### src/hw/rtl/serial_set_square_wave_generator_macros.svh
// Assertion macros shared by the serial set square wave generator.
`ifndef SERIAL_SET_SQUARE_WAVE_GENERATOR_MACROS_SVH
`define SERIAL_SET_SQUARE_WAVE_GENERATOR_MACROS_SVH

// Check that cons holds in the same cycle as ante.
`define SSWG_ASSERT_SAME(label, clk, rst_n, ante, cons, msg) \
	label: assert property (@(posedge clk) disable iff (!rst_n) (ante) |-> (cons)) \
		else $error(msg);

// Check that cons holds in the cycle after ante.
`define SSWG_ASSERT_NEXT(label, clk, rst_n, ante, cons, msg) \
	label: assert property (@(posedge clk) disable iff (!rst_n) (ante) |=> (cons)) \
		else $error(msg);

`endif

### src/hw/rtl/sswg_pkg.sv
`default_nettype none
package sswg_pkg;

	localparam logic [23:0] CLOCK_HZ  = 24'd16000000;
	localparam int          DIV_STEPS = 24;
	localparam int          DIV_CNT_W = $clog2(DIV_STEPS);

	localparam logic signed [31:0] FREQ_MIN = 32'sd2;
	localparam logic signed [31:0] FREQ_MAX = 32'sd7999999;

	// Prescaler codes
	localparam logic [2:0] PS_DIV1    = 3'd0;
	localparam logic [2:0] PS_DIV8    = 3'd1;
	localparam logic [2:0] PS_DIV64   = 3'd2;
	localparam logic [2:0] PS_DIV256  = 3'd3;
	localparam logic [2:0] PS_DIV1024 = 3'd4;

	localparam logic [31:0] FREQ_RST = 32'd2;
	localparam logic [15:0] CMP_RST  = 16'd3905;

	typedef enum logic [1:0] {
		ST_IDLE,
		ST_DIV,
		ST_DONE
	} state_t;

	typedef struct packed {
		logic accept;
		logic load_out;
		logic start_div;
		logic step_div;
		logic commit;
	} ctl_cmd_t;

	typedef struct packed {
		logic need_div;
		logic div_last;
	} dp_stat_t;

	// Prescaler division ratio, as a count limit
	function automatic logic [10:0] prescale_limit(input logic [2:0] code);
		logic [10:0] lim;
		unique case (code)
			PS_DIV1:   lim = 11'd1;
			PS_DIV8:   lim = 11'd8;
			PS_DIV64:  lim = 11'd64;
			PS_DIV256: lim = 11'd256;
			default:   lim = 11'd1024;
		endcase
		return lim;
	endfunction

	// log2 of (2 * prescaler ratio)
	function automatic logic [3:0] denom_shift(input logic [2:0] code);
		logic [3:0] sh;
		unique case (code)
			PS_DIV1:   sh = 4'd1;
			PS_DIV8:   sh = 4'd4;
			PS_DIV64:  sh = 4'd7;
			PS_DIV256: sh = 4'd9;
			default:   sh = 4'd11;
		endcase
		return sh;
	endfunction

endpackage
`default_nettype wire

### src/hw/rtl/sswg_ctrl.sv
`default_nettype none
`include "serial_set_square_wave_generator_macros.svh"
module sswg_ctrl (
	input  wire                  clk,
	input  wire                  arst_n,
	input  wire                  in_valid,
	output logic                 in_stall,
	output logic                 out_valid,
	input  wire                  out_stall,
	input  sswg_pkg::dp_stat_t   stat,
	output sswg_pkg::ctl_cmd_t   cmd
);

	sswg_pkg::state_t state_q, state_nx;
	logic out_valid_q;
	logic can_load;

	assign can_load  = !out_valid_q || !out_stall;
	assign out_valid = out_valid_q;

	always_ff @(posedge clk or negedge arst_n) begin
		if (!arst_n) begin
			state_q     <= sswg_pkg::ST_IDLE;
			out_valid_q <= 1'b0;
		end else begin
			state_q <= state_nx;
			if (cmd.load_out) begin
				out_valid_q <= 1'b1;
			end else if (!out_stall) begin
				out_valid_q <= 1'b0;
			end
		end
	end

	always_comb begin
		cmd      = '0;
		in_stall = 1'b1;
		state_nx = state_q;
		unique case (state_q)
			sswg_pkg::ST_IDLE: begin
				in_stall = !can_load;
				if (in_valid && can_load) begin
					cmd.accept = 1'b1;
					if (stat.need_div) begin
						cmd.start_div = 1'b1;
						state_nx      = sswg_pkg::ST_DIV;
					end else begin
						cmd.load_out = 1'b1;
					end
				end
			end
			sswg_pkg::ST_DIV: begin
				cmd.step_div = 1'b1;
				if (stat.div_last) begin
					state_nx = sswg_pkg::ST_DONE;
				end
			end
			sswg_pkg::ST_DONE: begin
				if (can_load) begin
					cmd.commit   = 1'b1;
					cmd.load_out = 1'b1;
					state_nx     = sswg_pkg::ST_IDLE;
				end
			end
			default: begin
				state_nx = sswg_pkg::ST_IDLE;
			end
		endcase
	end

	`SSWG_ASSERT_NEXT(a_start_enters_div, clk, arst_n, cmd.start_div, state_q == sswg_pkg::ST_DIV, "divide did not start")
	`SSWG_ASSERT_NEXT(a_last_step_done, clk, arst_n, (state_q == sswg_pkg::ST_DIV) && stat.div_last, state_q == sswg_pkg::ST_DONE, "divide did not finish")
	`SSWG_ASSERT_SAME(a_no_accept_busy, clk, arst_n, state_q != sswg_pkg::ST_IDLE, !cmd.accept, "beat taken while busy")
	`SSWG_ASSERT_NEXT(a_commit_shows, clk, arst_n, cmd.commit, out_valid, "commit without result")

endmodule
`default_nettype wire

### src/hw/rtl/sswg_dp.sv
`default_nettype none
module sswg_dp (
	input  wire                   clk,
	input  wire                   arst_n,
	input  sswg_pkg::ctl_cmd_t    cmd,
	output sswg_pkg::dp_stat_t    stat,
	input  wire                   op,
	input  wire  [7:0]            rx_byte,
	output logic                  wave_out,
	output logic                  word_done,
	output logic                  word_rejected,
	output logic [15:0]           compare_value,
	output logic [2:0]            prescale_sel,
	output logic signed [31:0]    freq_setting
);

	// architectural state
	logic [1:0]  byte_idx_q, byte_idx_nx;
	logic [23:0] partial_q, partial_nx;
	logic [31:0] freq_q, freq_nx;
	logic [2:0]  code_q, code_nx;
	logic [15:0] cmp_q, cmp_nx;
	logic [9:0]  pcount_q, pcount_nx;
	logic [15:0] tcount_q, tcount_nx;
	logic        wave_q, wave_nx;

	// divider and pending setting
	logic [23:0] rem_q, quo_q, den_q;
	logic [sswg_pkg::DIV_CNT_W-1:0] cnt_q;
	logic [31:0] pend_freq_q;
	logic [2:0]  pend_code_q;

	logic [31:0]        word;
	logic signed [31:0] word_s;
	logic               complete, reject;
	logic [2:0]         new_code;
	logic [23:0]        new_den;
	logic [24:0]        trial;
	logic               ge;
	logic               done_nx, rej_nx;

	assign word     = {rx_byte, partial_q};
	assign word_s   = $signed(word);
	assign complete = !op && (byte_idx_q == 2'd3);
	assign reject   = (word_s < sswg_pkg::FREQ_MIN) || (word_s > sswg_pkg::FREQ_MAX);

	assign stat.need_div = complete && !reject;
	assign stat.div_last = (cnt_q == sswg_pkg::DIV_CNT_W'(sswg_pkg::DIV_STEPS - 1));

	always_comb begin
		if (word[22:0] > 23'd122) begin
			new_code = sswg_pkg::PS_DIV1;
		end else if (word[22:0] > 23'd15) begin
			new_code = sswg_pkg::PS_DIV8;
		end else if (word[22:0] > 23'd2) begin
			new_code = sswg_pkg::PS_DIV64;
		end else begin
			new_code = sswg_pkg::PS_DIV256;
		end
		new_den = {1'b0, word[22:0]} << sswg_pkg::denom_shift(new_code);
	end

	// one restoring step: shift in the next dividend bit
	assign trial = {rem_q, quo_q[23]};
	assign ge    = trial >= {1'b0, den_q};

	always_comb begin
		byte_idx_nx = byte_idx_q;
		partial_nx  = partial_q;
		freq_nx     = freq_q;
		code_nx     = code_q;
		cmp_nx      = cmp_q;
		pcount_nx   = pcount_q;
		tcount_nx   = tcount_q;
		wave_nx     = wave_q;
		done_nx     = 1'b0;
		rej_nx      = 1'b0;
		if (cmd.commit) begin
			freq_nx   = pend_freq_q;
			code_nx   = pend_code_q;
			cmp_nx    = quo_q[15:0] - 16'd1;
			pcount_nx = '0;
			tcount_nx = '0;
			done_nx   = 1'b1;
		end else if (op) begin
			if ({1'b0, pcount_q} + 11'd1 >= sswg_pkg::prescale_limit(code_q)) begin
				pcount_nx = '0;
				if (tcount_q == cmp_q) begin
					tcount_nx = '0;
					wave_nx   = !wave_q;
				end else begin
					tcount_nx = tcount_q + 16'd1;
				end
			end else begin
				pcount_nx = pcount_q + 10'd1;
			end
		end else if (complete) begin
			byte_idx_nx = '0;
			partial_nx  = '0;
			done_nx     = 1'b1;
			rej_nx      = reject;
		end else begin
			partial_nx  = partial_q | (24'(rx_byte) << {byte_idx_q, 3'b000});
			byte_idx_nx = byte_idx_q + 2'd1;
		end
	end

	always_ff @(posedge clk or negedge arst_n) begin
		if (!arst_n) begin
			byte_idx_q <= '0;
			partial_q  <= '0;
			freq_q     <= sswg_pkg::FREQ_RST;
			code_q     <= sswg_pkg::PS_DIV1024;
			cmp_q      <= sswg_pkg::CMP_RST;
			pcount_q   <= '0;
			tcount_q   <= '0;
			wave_q     <= 1'b0;
		end else if (cmd.accept || cmd.commit) begin
			byte_idx_q <= byte_idx_nx;
			partial_q  <= partial_nx;
			freq_q     <= freq_nx;
			code_q     <= code_nx;
			cmp_q      <= cmp_nx;
			pcount_q   <= pcount_nx;
			tcount_q   <= tcount_nx;
			wave_q     <= wave_nx;
		end
	end

	always_ff @(posedge clk) begin
		if (cmd.start_div) begin
			rem_q       <= '0;
			quo_q       <= sswg_pkg::CLOCK_HZ;
			den_q       <= new_den;
			cnt_q       <= '0;
			pend_freq_q <= word;
			pend_code_q <= new_code;
		end else if (cmd.step_div) begin
			rem_q <= ge ? 24'(trial - {1'b0, den_q}) : trial[23:0];
			quo_q <= {quo_q[22:0], ge};
			cnt_q <= cnt_q + sswg_pkg::DIV_CNT_W'(1);
		end
	end

	// result register
	always_ff @(posedge clk) begin
		if (cmd.load_out) begin
			wave_out      <= wave_nx;
			word_done     <= done_nx;
			word_rejected <= rej_nx;
			compare_value <= cmp_nx;
			prescale_sel  <= code_nx;
			freq_setting  <= $signed(freq_nx);
		end
	end

endmodule
`default_nettype wire

### src/hw/rtl/serial_set_square_wave_generator.sv
`default_nettype none
// Square-wave generator whose frequency is set over a serial link. Each input
// beat is either a received byte (op = 0) or one clock tick (op = 1), and each
// beat yields exactly one result beat carrying the wave level and the settings
// in use. Bytes gather little-endian into a signed 32-bit frequency word; on
// the fourth byte a word in 2..7999999 picks the prescaler (1, 8, 64 or 256),
// loads compare = 16000000 / (freq * 2 * prescaler) - 1 and clears the
// counters, while a word outside that range raises word_rejected and keeps
// all settings. Ticks, the first three bytes of a word and rejected words load
// the result register as they are taken, so the block takes one beat per cycle
// while results drain. An accepted word is taken, then runs 24 steps of the
// bit-serial restoring divider (one quotient bit per cycle), then commits the
// new setting and loads the result register; input is stalled meanwhile.
// After reset the wave runs at 2 Hz with the divide-by-1024 prescaler.
module serial_set_square_wave_generator (
	input  wire                clk,
	input  wire                arst_n,
	input  wire                in_valid,
	output logic               in_stall,
	input  wire                op,
	input  wire  [7:0]         rx_byte,
	output logic               out_valid,
	input  wire                out_stall,
	output logic               wave_out,
	output logic               word_done,
	output logic               word_rejected,
	output logic [15:0]        compare_value,
	output logic [2:0]         prescale_sel,
	output logic signed [31:0] freq_setting
);

	// command and status between sequencer and datapath
	sswg_pkg::ctl_cmd_t cmd;
	sswg_pkg::dp_stat_t stat;

	// sequencer: handshakes, divide sequencing, result register valid
	sswg_ctrl u_ctrl (
		.clk       (clk),
		.arst_n    (arst_n),
		.in_valid  (in_valid),
		.in_stall  (in_stall),
		.out_valid (out_valid),
		.out_stall (out_stall),
		.stat      (stat),
		.cmd       (cmd)
	);

	// datapath: byte assembly, range check, divider, prescaler and timer
	sswg_dp u_dp (
		.clk           (clk),
		.arst_n        (arst_n),
		.cmd           (cmd),
		.stat          (stat),
		.op            (op),
		.rx_byte       (rx_byte),
		.wave_out      (wave_out),
		.word_done     (word_done),
		.word_rejected (word_rejected),
		.compare_value (compare_value),
		.prescale_sel  (prescale_sel),
		.freq_setting  (freq_setting)
	);

endmodule
`default_nettype wire
### config.mk
export PLATFORM = sky130hd
export DESIGN_NAME = serial_set_square_wave_generator
export DESIGN_NICKNAME = d
export VERILOG_FILES = /design/src/hw/rtl/sswg_pkg.sv /design/src/hw/rtl/sswg_ctrl.sv /design/src/hw/rtl/sswg_dp.sv /design/src/hw/rtl/serial_set_square_wave_generator.sv
export VERILOG_INCLUDE_DIRS = /design/src /design/src/hw/rtl
export SDC_FILE = /design/constraint.sdc
export NUM_CORES = 1
export LEC_CHECK = 0
export BUFFER_PORTS_ARGS = -buffer_cell sky130_fd_sc_hd__buf_2
export CORE_MARGIN = 2
export CORE_UTILIZATION = 30
export CTS_CLUSTER_SIZE = 28
export DETAILED_ROUTE_END_ITERATION = 6
export GPL_TIMING_DRIVEN = 1
export RECOVER_POWER = 25
export SYNTH_ARGS = -nofsm -noshare
export SYNTH_HDL_FRONTEND = slang
export SYNTH_SLANG_ARGS = --single-unit
### constraint.sdc
create_clock -name clk -period 5.65 [get_ports clk]
set_input_delay 0 -clock clk [delete_from_list [all_inputs] [get_ports clk]]
set_output_delay 0 -clock clk [all_outputs]
set_load 0.005 [all_outputs]
==> qor.log, run 1 <==
[outcome] status finished with violations
[outcome] violated checks capacitance limit, slew limit
[sta] sum of negative setup slack 0 ns
[route] number of iterations in the first detailed-routing pass 5
[yosys] area fraction of the dominant cell type after synthesis 24.6%
[clocking] largest buffer count on any clock path 3
[grt] maximum number of pins on one net before global-route repair 72
[route] number of nets with antenna violations after routing 0
[yosys] Post-Synthesis Cell Area 13700 um2
[clocking] later-pin clock latency in the skew report 0.56 ns
[yosys] ranking of synthesized cells by area sky130_fd_sc_hd__edfxtp_1 (25%), sky130_fd_sc_hd__dfrtp_1 (18%), sky130_fd_sc_hd__dfxtp_1 (7.8%), sky130_fd_sc_hd__nand2_1 (7.4%), sky130_fd_sc_hd__a21oi_1 (3.8%)
[grt] GR Util All Layers 13.9%
[worst_setup_path] largest fanout on the critical path 13
[cells_and_area] FILL cells 4532
[yosys] number of warning messages in the yosys log 0
[clocking] H-tree Lvls 1
[floorplanning] Total Die Area 47300 um2
[worst_setup_path] Critical Path End Type register
[yosys] share of synthesized area occupied by flip-flops and latches 52.0%
[placed_design] Final HPWL DP 22600 um
[grt] first-pass GRT wire length 53900 um
[power_and_ir_drop] static leakage 0.00658 uW
[yosys] total of flip-flops plus latches after synthesis 272
[sta] number of setup violations in the final report 0
[yosys] number of enable flip-flop cells after synthesis 112
[sta] minimum clock period after layout 4.00 ns
[route] detailed-route via count 10500
[flow_run] number of max-cap violations 1
[power_and_ir_drop] total power consumption of the routed design 6050 uW
[cells_and_area] Antenna Diode Count 0
[cells_and_area] final net count 1486
[route] vias per cell 5.12
[min_path] path category of the worst min-delay check in -> reg
[worst_setup_path] required time reported for the critical path endpoint 6.11 ns
[clocking] total number of clock tree sinks 272
[sta] unrepaired setup endpoints after global routing false
[yosys] synthesized instance count 1385
[sta] number of pins with negative max-slew slack in the final report 53
[sta] transition time of the tightest slew-check pin 3.00 ns
[placed_design] final estimated routing congestion in global placement 0.865
[placed_design] Port Buffers 68
[floorplanning] Initial Utilization 30.3%
[yosys] unique cell type count in the Yosys netlist 80
[clocking] number of buffers inserted for hold repair after clock tree synthesis 11
[grt] number of antenna violations at the first check in global routing 0
[yosys] Post-Syn Nets 1436
[clocking] Resized cells post-CTS 0
[floorplanning] Die Span Y 217 um
[worst_setup_path] arrival time at the worst endpoint 4.46 ns
[floorplanning] Die Span X 217 um
[power_and_ir_drop] worst ir drop on vdd 0.271 mV
[sta] worst clock skew on the final layout 0.0183 ns
[route] final wirelength 33300 um
[cells_and_area] most frequent standard cell in the layout excluding fill and tap cells sky130_fd_sc_hd__nand2_1
[grt] via count of the first global-routing pass 10100
[floorplanning] count of boundary I/O pins 69
[cells_and_area] growth of design area from synthesis to finish 14.1%
[clocking] number of clock buffers inserted by TritonCTS 30
[clocking] number of buffers inserted by post-CTS setup repair 0
[sta] Final period util 70.7%
[grt] gr ovfl total 0
[cells_and_area] highest-count cells in the layout ignoring fill and taps sky130_fd_sc_hd__nand2_1 (270), sky130_fd_sc_hd__edfxtp_1 (112), sky130_fd_sc_hd__a21oi_1 (105)
[yosys] Synth Flop Type sky130_fd_sc_hd__edfxtp_1
[sta] tightest slew margin relative to the limit -99.8%
[floorplanning] num rows 78
[floorplanning] area of the placeable core 45200 um2
[worst_setup_path] Startpoint Class register
[route] number of DRC markers after the initial detailed-route iteration 1037
[yosys] largest area contributor in the synthesized netlist sky130_fd_sc_hd__edfxtp_1
[route] routed wire length per instance 16.1 um
[power_and_ir_drop] total power density per cell area 388 nW/um2
[route] drt drc 0
[yosys] async set-reset flop share out of synthesis 39.3%
[cells_and_area] share of layout cells above drive strength 1 9.80%
[worst_setup_path] startpoint-to-endpoint class of the critical path reg -> reg
[sta] maximum clock frequency 250 MHz
[yosys] Avg Synthesized Cell Area 9.87 um2
[clocking] TritonCTS clock tree yes
[sta] Fin Hold WS 0.0798 ns
[clocking] clk root buf sky130_fd_sc_hd__clkbuf_16
[clocking] register clock-pin slew on the reported worst setup and hold paths 0.06 ns
[sta] Hold Vio Cnt, Final 0
==> area by class of cell <==
class | count | area [um2] | share of cell area, %
clock buffers | 39 | 816 | 5.23
clock inverters | 17 | 163 | 1.04
inverters | 47 | 176 | 1.13
multi-input cells | 993 | 6090 | 39.0
flip-flops and latches | 272 | 7110 | 45.6
well taps | 600 | 751 | 4.81
repair buffers | 91 | 500 | 3.21
==> cell usage after synthesis (all sizes together) (13+ instances only) <==
cell type  count
mux2i         36
dfxtp         53
xor2          17
and3          15
nor2b         14
inv           47
nor3          35
nand3         45
o21ai         85
clkbuf        52
buf           21
nand2        271
xnor2         32
a211oi        14
nand4         13
dfrtp         99
ha            37
mux4          13
nor4          17
nor2          80
a21oi        106
edfxtp       112
==> metal layers <==
| layer | wire, um | GRT usage [%] | vias up |
|---|---|---|---|
| met5 | 0 | 0 | - |
| met2 | 15300 | 22.4 | 283 |
| met1 | 15400 | 19.4 | 5114 |
| li1 | - | - | 5094 |
| met3 | 1760 | 2.12 | 50 |
| met4 | 808 | 3.77 | 0 |
==> worst max-delay path, cell delays in order, from the launching register on <==
cell and delay [ns]:
sky130_fd_sc_hd__dfrtp_1 0.46, sky130_fd_sc_hd__ha_1 0.28, sky130_fd_sc_hd__and3_4 0.23, sky130_fd_sc_hd__nand3_1 0.12
sky130_fd_sc_hd__nor3_1 0.25, sky130_fd_sc_hd__xor2_1 0.25, sky130_fd_sc_hd__ha_1 0.29, sky130_fd_sc_hd__and4_1 0.16
sky130_fd_sc_hd__nor3_1 0.18, sky130_fd_sc_hd__nand2_1 0.16, sky130_fd_sc_hd__o41ai_2 0.97, sky130_fd_sc_hd__nand2_1 0.32
sky130_fd_sc_hd__o22ai_1 0.23
==> where the power goes <==
part	internal [uW]	switching [uW]	leakage, uW
clock	1150	786	0.000477
sequential	2360	347	0.00288
combinational	612	798	0.00322
==> registers in the layout (all words and copies together) (netlist names), 2 cells and up <==
name and flops:
u_dp.partial_q 24, u_dp.quo_q 24, u_dp.cnt_q 5, u_dp.pend_code_q 2, u_dp.cmp_q 16, u_dp.freq_setting 32
u_dp.freq_q 32, u_dp.byte_idx_q 2, u_dp.tcount_q 16, u_dp.rem_q 24, u_dp.compare_value 16, u_ctrl.state_q 2
u_dp.code_q 3, u_dp.pcount_q 10, u_dp.pend_freq_q 32, u_dp.den_q 24, u_dp.prescale_sel 3
==> per-stage QoR <==
step / instances / setup WS [ns] / util [%] / area, um2
3_3_place_gp: 1992 / 1.80 / 32.2 / 14600
3_5_place_dp: 1992 / 1.69 / 32.2 / 14600
2_1_floorplan: 1385 / 1.39 / - / 13700
5_1_grt: 2059 / 1.10 / 34.5 / 15600
4_1_cts: 2059 / 1.65 / 34.6 / 15600
6_report: 2059 / 1.65 / 34.5 / 15600
==> final timing paths <==
kind	from	endpoint	slack (ns)	cells past startpoint
max	u_dp.pcount_q[0]	u_dp.pcount_q[6]	1.65	12
min	in_valid	u_dp.wave_q	0.08	4
max reg2reg	u_dp.pcount_q[0]	u_dp.pcount_q[6]	1.65	12
min reg2reg	u_dp.quo_q[18]	u_dp.quo_q[19]	0.44	2
max in group asynchronous	arst_n	u_dp.cmp_q[15]	2.64	3
min in group asynchronous	arst_n	u_dp.freq_q[30]	1.02	2
==> cell families (layout without fill, tap and decap cells) <==
kind of cell	after synthesis	count (layout)	synth area share, %
AOI/OAI and AO/OA	313	313	14.3
buffers and inverters	120	194	3.61
DFF	272	272	52.0
adders and majority gates	38	38	3.53
muxes	54	54	5.19
and+or+nand+nor	539	539	18.2
xor gates and xnor gates	49	49	3.14
No activity file was read; power rests on OpenSTA's default activity.
==> inputs of run 2 (changes only) <==
==> constraint.sdc (replaced) <==
create_clock -name clk -period 3.2 [get_ports clk]
set_input_delay 0 -clock clk [delete_from_list [all_inputs] [get_ports clk]]
set_output_delay 0 -clock clk [all_outputs]
set_load 0.005 [all_outputs]
==> qor.log, run 2 (same netlist as run 1, synthesis figures left out) <==
[sta] unrepaired setup endpoints after global routing true
[worst_setup_path] CP top delay family simple AND/OR/NAND/NOR gates
[floorplanning] area of the placeable core 45200 um2
[route] routed wire length per instance 16.1 um
[cells_and_area] highest-count cells in the layout ignoring fill and taps sky130_fd_sc_hd__nand2_1 (269), sky130_fd_sc_hd__edfxtp_1 (112), sky130_fd_sc_hd__a21oi_1 (105)
[power_and_ir_drop] static leakage 0.00690 uW
[route] final wirelength 34000 um
[clocking] largest buffer count on any clock path 3
[grt] number of antenna violations at the first check in global routing 0
[sta] Hold Vio Cnt, Final 0
[worst_setup_path] cells traversed along the worst timing path ha_2 -> and3_4 -> nand3_4 -> nor3_4 -> xor2_1 -> ha_1 -> nand2_1 -> a21oi_1 -> nor3_2 -> nand2_2 -> a221o_2 -> a21oi_4 -> buf_6 -> o22a_1
[sta] number of setup violations in the final report 0
[sta] post-route setup slack 0.0495 ns
[worst_setup_path] required time reported for the critical path endpoint 3.70 ns
[sta] worst clock skew on the final layout 0.00999 ns
[clocking] later-pin clock latency in the skew report 0.57 ns
[floorplanning] Initial Utilization 30.3%
[sta] Final period util 98.5%
[grt] gr ovfl total 0
[route] drt drc 0
[clocking] number of clock buffers inserted by TritonCTS 31
[sta] maximum clock frequency 317 MHz
[cells_and_area] most frequent standard cell in the layout excluding fill and tap cells sky130_fd_sc_hd__nand2_1
[placed_design] total placed instance area 15000 um2
[min_path] path category of the worst min-delay check in -> reg
[route] number of DRC markers after the initial detailed-route iteration 827
[clocking] TritonCTS clock tree yes
[worst_setup_path] number of buffers and inverters on the critical path 1
[power_and_ir_drop] worst ir drop on vdd 0.426 mV
[sta] tightest slew margin relative to the limit -18.2%
[cells_and_area] growth of design area from synthesis to finish 18.2%
[route] number of nets with antenna violations after routing 0
[cells_and_area] largest registers in the final layout u_dp.freq_q: 32 flops, u_dp.freq_setting: 32 flops, u_dp.pend_freq_q: 32 flops
[cells_and_area] share of layout cells above drive strength 1 14.4%
[sta] minimum clock period after layout 3.15 ns
[worst_setup_path] endpoint of the lowest-slack register-to-register path u_dp.tcount_q[8]
[worst_setup_path] startpoint of the worst register-to-register path u_dp.pcount_q[1]
[floorplanning] Total Die Area 47300 um2
[floorplanning] Die Span Y 217 um
[worst_setup_path] startpoint-to-endpoint class of the critical path reg -> reg
[sta] transition time of the tightest slew-check pin 1.77 ns
[worst_setup_path] Critical-path top delay cell sky130_fd_sc_hd__a221o_2
[cells_and_area] Antenna Diode Count 0
[outcome] violated checks capacitance limit, slew limit
[cells_and_area] final net count 1536
[clocking] clk root buf sky130_fd_sc_hd__clkbuf_16
[power_and_ir_drop] total power density per cell area 694 nW/um2
[grt] maximum number of pins on one net before global-route repair 66
[power_and_ir_drop] total power consumption of the routed design 11200 uW
[worst_setup_path] arrival time at the worst endpoint 3.65 ns
[worst_setup_path] largest fanout on the critical path 7
[worst_setup_path] cell count along the critical path 14
[worst_setup_path] Startpoint Class register
[worst_setup_path] Worst setup endpoint u_dp.tcount_q[8]
[clocking] total number of clock tree sinks 272
[floorplanning] count of boundary I/O pins 69
[grt] GR Util All Layers 14.3%
[grt] via count of the first global-routing pass 10400
[clocking] register clock-pin slew on the reported worst setup and hold paths 0.06 ns
[route] detailed-route via count 10700
[placed_design] worst slack at placement -0.0211 ns
[clocking] number of buffers inserted by post-CTS setup repair 0
[cells_and_area] final design area excluding fillers 16200 um2
[placed_design] Port Buffers 68
[worst_setup_path] Critical path origin u_dp.pcount_q[1]
[worst_setup_path] Critical Path End Type register
[worst_setup_path] flop-to-flop setup slack 0.05 ns
[placed_design] Final HPWL DP 23600 um
[grt] first-pass GRT wire length 55600 um
[flow_run] number of max-cap violations 1
[clocking] H-tree Lvls 1
[floorplanning] Die Span X 217 um
[route] number of iterations in the first detailed-routing pass 5
[worst_setup_path] depth of the most critical reg-to-reg path 14
[sta] Fin Hold WS 0.0784 ns
[placed_design] final estimated routing congestion in global placement 0.857
[outcome] status finished with violations
[floorplanning] num rows 78
[sta] number of pins with negative max-slew slack in the final report 66
[route] vias per cell 5.08
[worst_setup_path] Critical Path Max Stage Delay 0.43 ns
run 2: changes by cell type in the layout (fill, tap and decap cells not counted), moves of 3 or more:
cell,previous run,this run
sky130_fd_sc_hd__buf_2,36,59
sky130_fd_sc_hd__buf_4,12,38
sky130_fd_sc_hd__buf_12,0,4
sky130_fd_sc_hd__bufinv_16,3,6
sky130_fd_sc_hd__clkinv_1,6,3
sky130_fd_sc_hd__buf_6,0,3
sky130_fd_sc_hd__clkbuf_1,39,27
run 2: final cells by class:
cell class              count  area (um2)
clock inverters            23         288
flip-flops and latches    272        7110
clock buffers              35         791
multi-input cells         993        6140
repair buffers            140         901
inverters                  47         176
well taps                 600         751
fillers                  4471       29000
run 2: stage by stage:
step / TNS, ns / utilization, % / std cells
2_1_floorplan: 0 / - / 1385
3_3_place_gp: 0 / 33.2 / 2041
3_5_place_dp: -0.114 / 33.2 / 2041
4_1_cts: 0 / 35.8 / 2110
5_1_grt: -1.04 / 35.8 / 2110
6_report: 0 / 35.8 / 2110
run 2: worst min-delay path by stage:
stage                     depth (start not counted)               end  slack (ns)     start
after floorplan                                   0  u_ctrl.out_valid       -0.30    arst_n
after global placement                            1  u_dp.pcount_q[5]        0.17    arst_n
after detailed placement                          1  u_dp.pcount_q[5]        0.21    arst_n
after CTS                                         5       u_dp.wave_q        0.04  in_valid
after global routing                              5       u_dp.wave_q        0.07  in_valid
final                                             5       u_dp.wave_q        0.08  in_valid
run 2: timing repair:
item | CTS | global route
endpoints found under the hold margin | 98 | 0
hold buffers | 11 | 0
pin swaps | 0 | 7
endpoints found under the setup margin | 11 | 40
resized for setup | 1 | 13
run 2: power by group:
group	internal, uW	switching (uW)	total, uW
registers	4170	436	4600
clock network	2270	1460	3720
logic	1230	1670	2890
run 2: worst reg2reg max path, delay by kind of cell (launching register included):
family | cells | cell delay (ns)
flops | 1 | 0.41
buf+inv | 1 | 0.16
xor+xnor | 1 | 0.22
simple gates | 6 | 0.97
compound gates | 4 | 0.83
fa+ha+maj | 2 | 0.50
run 2: routing by layer:
layer | vias to the layer above | track usage, % | wire (um)
li1 | 5180 | - | -
met1 | 5187 | 20.2 | 15900
met2 | 297 | 22.8 | 15400
met3 | 62 | 2.09 | 1770
met4 | 0 | 4.25 | 892
met5 | - | 0 | 0
==> inputs of run 3 (changes only) <==
==> constraint.sdc (replaced) <==
create_clock -name clk -period 2.8 [get_ports clk]
set_input_delay 0 -clock clk [delete_from_list [all_inputs] [get_ports clk]]
set_output_delay 0 -clock clk [all_outputs]
set_load 0.005 [all_outputs]
==> qor.log, run 3 (same netlist as run 1, synthesis figures left out) <==
[outcome] status finished with violations
[outcome] violated checks setup timing
[cells_and_area] Antenna Diode Count 0
[worst_setup_path] startpoint-to-endpoint class of the critical path reg -> reg
[cells_and_area] growth of design area from synthesis to finish 25.8%
[placed_design] Port Buffers 68
[clocking] register clock-pin slew on the reported worst setup and hold paths 0.06 ns
[cells_and_area] share of layout cells above drive strength 1 21.9%
[power_and_ir_drop] part of the total power dissipated in the clock network 31.4%
[floorplanning] Die Span X 217 um
[grt] maximum number of pins on one net before global-route repair 59
[worst_setup_path] Startpoint Class register
[power_and_ir_drop] worst ir drop on vdd 0.438 mV
[grt] via count of the first global-routing pass 10600
[power_and_ir_drop] total power density per cell area 776 nW/um2
[sta] maximum clock frequency 339 MHz
[flow_run] number of max-cap violations 0
[cells_and_area] largest registers in the final layout u_dp.freq_q: 32 flops, u_dp.freq_setting: 32 flops, u_dp.pend_freq_q: 32 flops
[power_and_ir_drop] switching share of power 31.6%
[power_and_ir_drop] Internal Pwr Total 9130 uW
[worst_setup_path] flop-to-flop setup slack -0.15 ns
[cells_and_area] FILL cells 4409
[sta] unrepaired setup endpoints after global routing true
[grt] first-pass GRT wire length 55400 um
[floorplanning] num rows 78
[sta] tightest slew margin relative to the limit 2.61%
[worst_setup_path] endpoint of the lowest-slack register-to-register path u_dp.tcount_q[13]
[sta] number of setup violations in the final report 148
[cells_and_area] most frequent standard cell in the layout excluding fill and tap cells sky130_fd_sc_hd__nand2_1
[floorplanning] Initial Utilization 30.3%
[route] drt drc 0
[cells_and_area] filler-free cell count of the finished design 2165
[power_and_ir_drop] Sw Pwr 4220 uW
[sta] number of pins with negative max-slew slack in the final report 0
[power_and_ir_drop] sequential share of power 39.2%
[sta] worst clock skew on the final layout 0.0141 ns
[clocking] number of clock buffers inserted by TritonCTS 30
[clocking] largest buffer count on any clock path 3
[grt] GR Util All Layers 14.2%
[placed_design] Final HPWL DP 23800 um
[clocking] clk root buf sky130_fd_sc_hd__clkbuf_16
[worst_setup_path] Critical Path End Type register
[worst_setup_path] required time reported for the critical path endpoint 3.28 ns
[power_and_ir_drop] total power consumption of the routed design 13300 uW
[route] vias per cell 5.06
[sta] transition time of the tightest slew-check pin 1.46 ns
[power_and_ir_drop] static leakage 0.00729 uW
[worst_setup_path] depth of the most critical reg-to-reg path 14
[worst_setup_path] arrival time at the worst endpoint 3.43 ns
[route] number of nets with antenna violations after routing 0
[floorplanning] Die Span Y 217 um
[clocking] TritonCTS clock tree yes
[route] number of iterations in the first detailed-routing pass 5
[placed_design] Placed Cells 2076
[min_path] path category of the worst min-delay check in -> reg
[clocking] later-pin clock latency in the skew report 0.55 ns
[floorplanning] Total Die Area 47300 um2
[route] number of DRC markers after the initial detailed-route iteration 819
[cells_and_area] final net count 1592
[sta] Hold Vio Cnt, Final 0
[sta] Final period util 105%
[power_and_ir_drop] fraction of power consumed by combinational cells 29.3%
[grt] gr ovfl total 0
[floorplanning] area of the placeable core 45200 um2
[route] routed wire length per instance 16.0 um
[route] detailed-route via count 11000
[worst_setup_path] Critical path origin u_dp.pcount_q[1]
[route] final wirelength 34700 um
[clocking] H-tree Lvls 1
[placed_design] worst slack at placement -0.179 ns
[grt] number of antenna violations at the first check in global routing 0
[sta] minimum clock period after layout 2.95 ns
[clocking] total number of clock tree sinks 272
[floorplanning] count of boundary I/O pins 69
[worst_setup_path] largest fanout on the critical path 12
[cells_and_area] highest-count cells in the layout ignoring fill and taps sky130_fd_sc_hd__nand2_1 (264), sky130_fd_sc_hd__edfxtp_1 (112), sky130_fd_sc_hd__dfrtp_1 (98)
[sta] post-route setup slack -0.153 ns
[worst_setup_path] Worst setup endpoint u_dp.tcount_q[13]
[placed_design] final estimated routing congestion in global placement 0.891
[worst_setup_path] startpoint of the worst register-to-register path u_dp.pcount_q[1]
[run 3: cell count changes in the layout (fill, tap and decap cells not counted), sizes merged]
cell | before | now
clkinv | 12 | 7
clkbuf | 60 | 75
buf | 104 | 156
bufinv | 6 | 3
inv | 49 | 47
clkinvlp | 3 | 1
[run 3: stage by stage]
| step | hold slack [ns] | util, % | instance area, um2 | setup TNS (ns) |
|---|---|---|---|---|
| after floorplan | -0.296 | - | 13800 | -0.0747 |
| final | 0.0646 | 38.1 | 17200 | -7.56 |
| after global routing | 0.0803 | 38.1 | 17200 | -38.62 |
| after CTS | 0.0603 | 37.0 | 16700 | -1.89 |
| after global placement | 0.122 | 34.0 | 15400 | -0.823 |
| after detailed placement | 0.125 | 34.0 | 15400 | -2.99 |
[run 3: power by group through the flow]
stage | sequential [uW] | clock [uW] | combinational, uW
after floorplan | 5260 | 0 | 2240
after global placement | 5260 | 0 | 3530
after detailed placement | 5280 | 0 | 3590
after CTS | 5210 | 4280 | 3660
after global routing | 5300 | 4450 | 4310
final | 5230 | 4200 | 3920
[run 3: timing repair]
item                                    4_1_cts  5_1_grt
pin swaps                                     8       37
setup buffers                                10       12
gates resized for setup                      16      101
hold buffers                                 11        0
endpoints found under the setup margin       41       56
cloned                                        0        2
hold endpoints to repair                     92        0
[run 3: metal layers]
metal	vias up	wire length (um)	track usage [%]
li1	5310	-	-
met1	5334	16000	19.6
met2	257	16400	23.8
met3	54	1490	1.60
met4	0	724	3.13
met5	-	0	0
[run 3: area by class of cell]
cell class                      count  area [um2]  area share [%]
Clock inverter                     11         134           0.778
Clock buffer                       45         951            5.53
Timing Repair Buffer              197        1470            8.53
Multi-Input combinational cell    993        6610            38.4
Sequential cell                   272        7110            41.4
Inverter                           47         176            1.03
Tap cell                          600         751            4.36
[run 3: worst min-delay path by stage]
| stage | from | end | slack (ns) | cells after the start |
|---|---|---|---|---|
| after floorplan | arst_n | u_ctrl.out_valid | -0.30 | 0 |
| after global placement | arst_n | u_dp.pcount_q[4] | 0.12 | 1 |
| after detailed placement | arst_n | u_dp.pcount_q[4] | 0.12 | 1 |
| after CTS | in_valid | u_dp.wave_q | 0.06 | 5 |
| after global routing | in_valid | u_dp.wave_q | 0.08 | 5 |
| final | in_valid | u_dp.wave_q | 0.06 | 5 |
[run 3: worst max-delay path: stages, from the launching register on]
cell and delay (ns):
sky130_fd_sc_hd__dfrtp_1 0.40, sky130_fd_sc_hd__ha_4 0.16, sky130_fd_sc_hd__and3_4 0.21, sky130_fd_sc_hd__nand3_4 0.10
sky130_fd_sc_hd__nor3_4 0.18, sky130_fd_sc_hd__xor2_2 0.19, sky130_fd_sc_hd__ha_1 0.27, sky130_fd_sc_hd__nand2_1 0.09
sky130_fd_sc_hd__a21oi_2 0.04, sky130_fd_sc_hd__nor3_2 0.21, sky130_fd_sc_hd__nand2_2 0.12, sky130_fd_sc_hd__a221o_2 0.43
sky130_fd_sc_hd__a21oi_4 0.20, sky130_fd_sc_hd__buf_12 0.17, sky130_fd_sc_hd__o22a_1 0.13
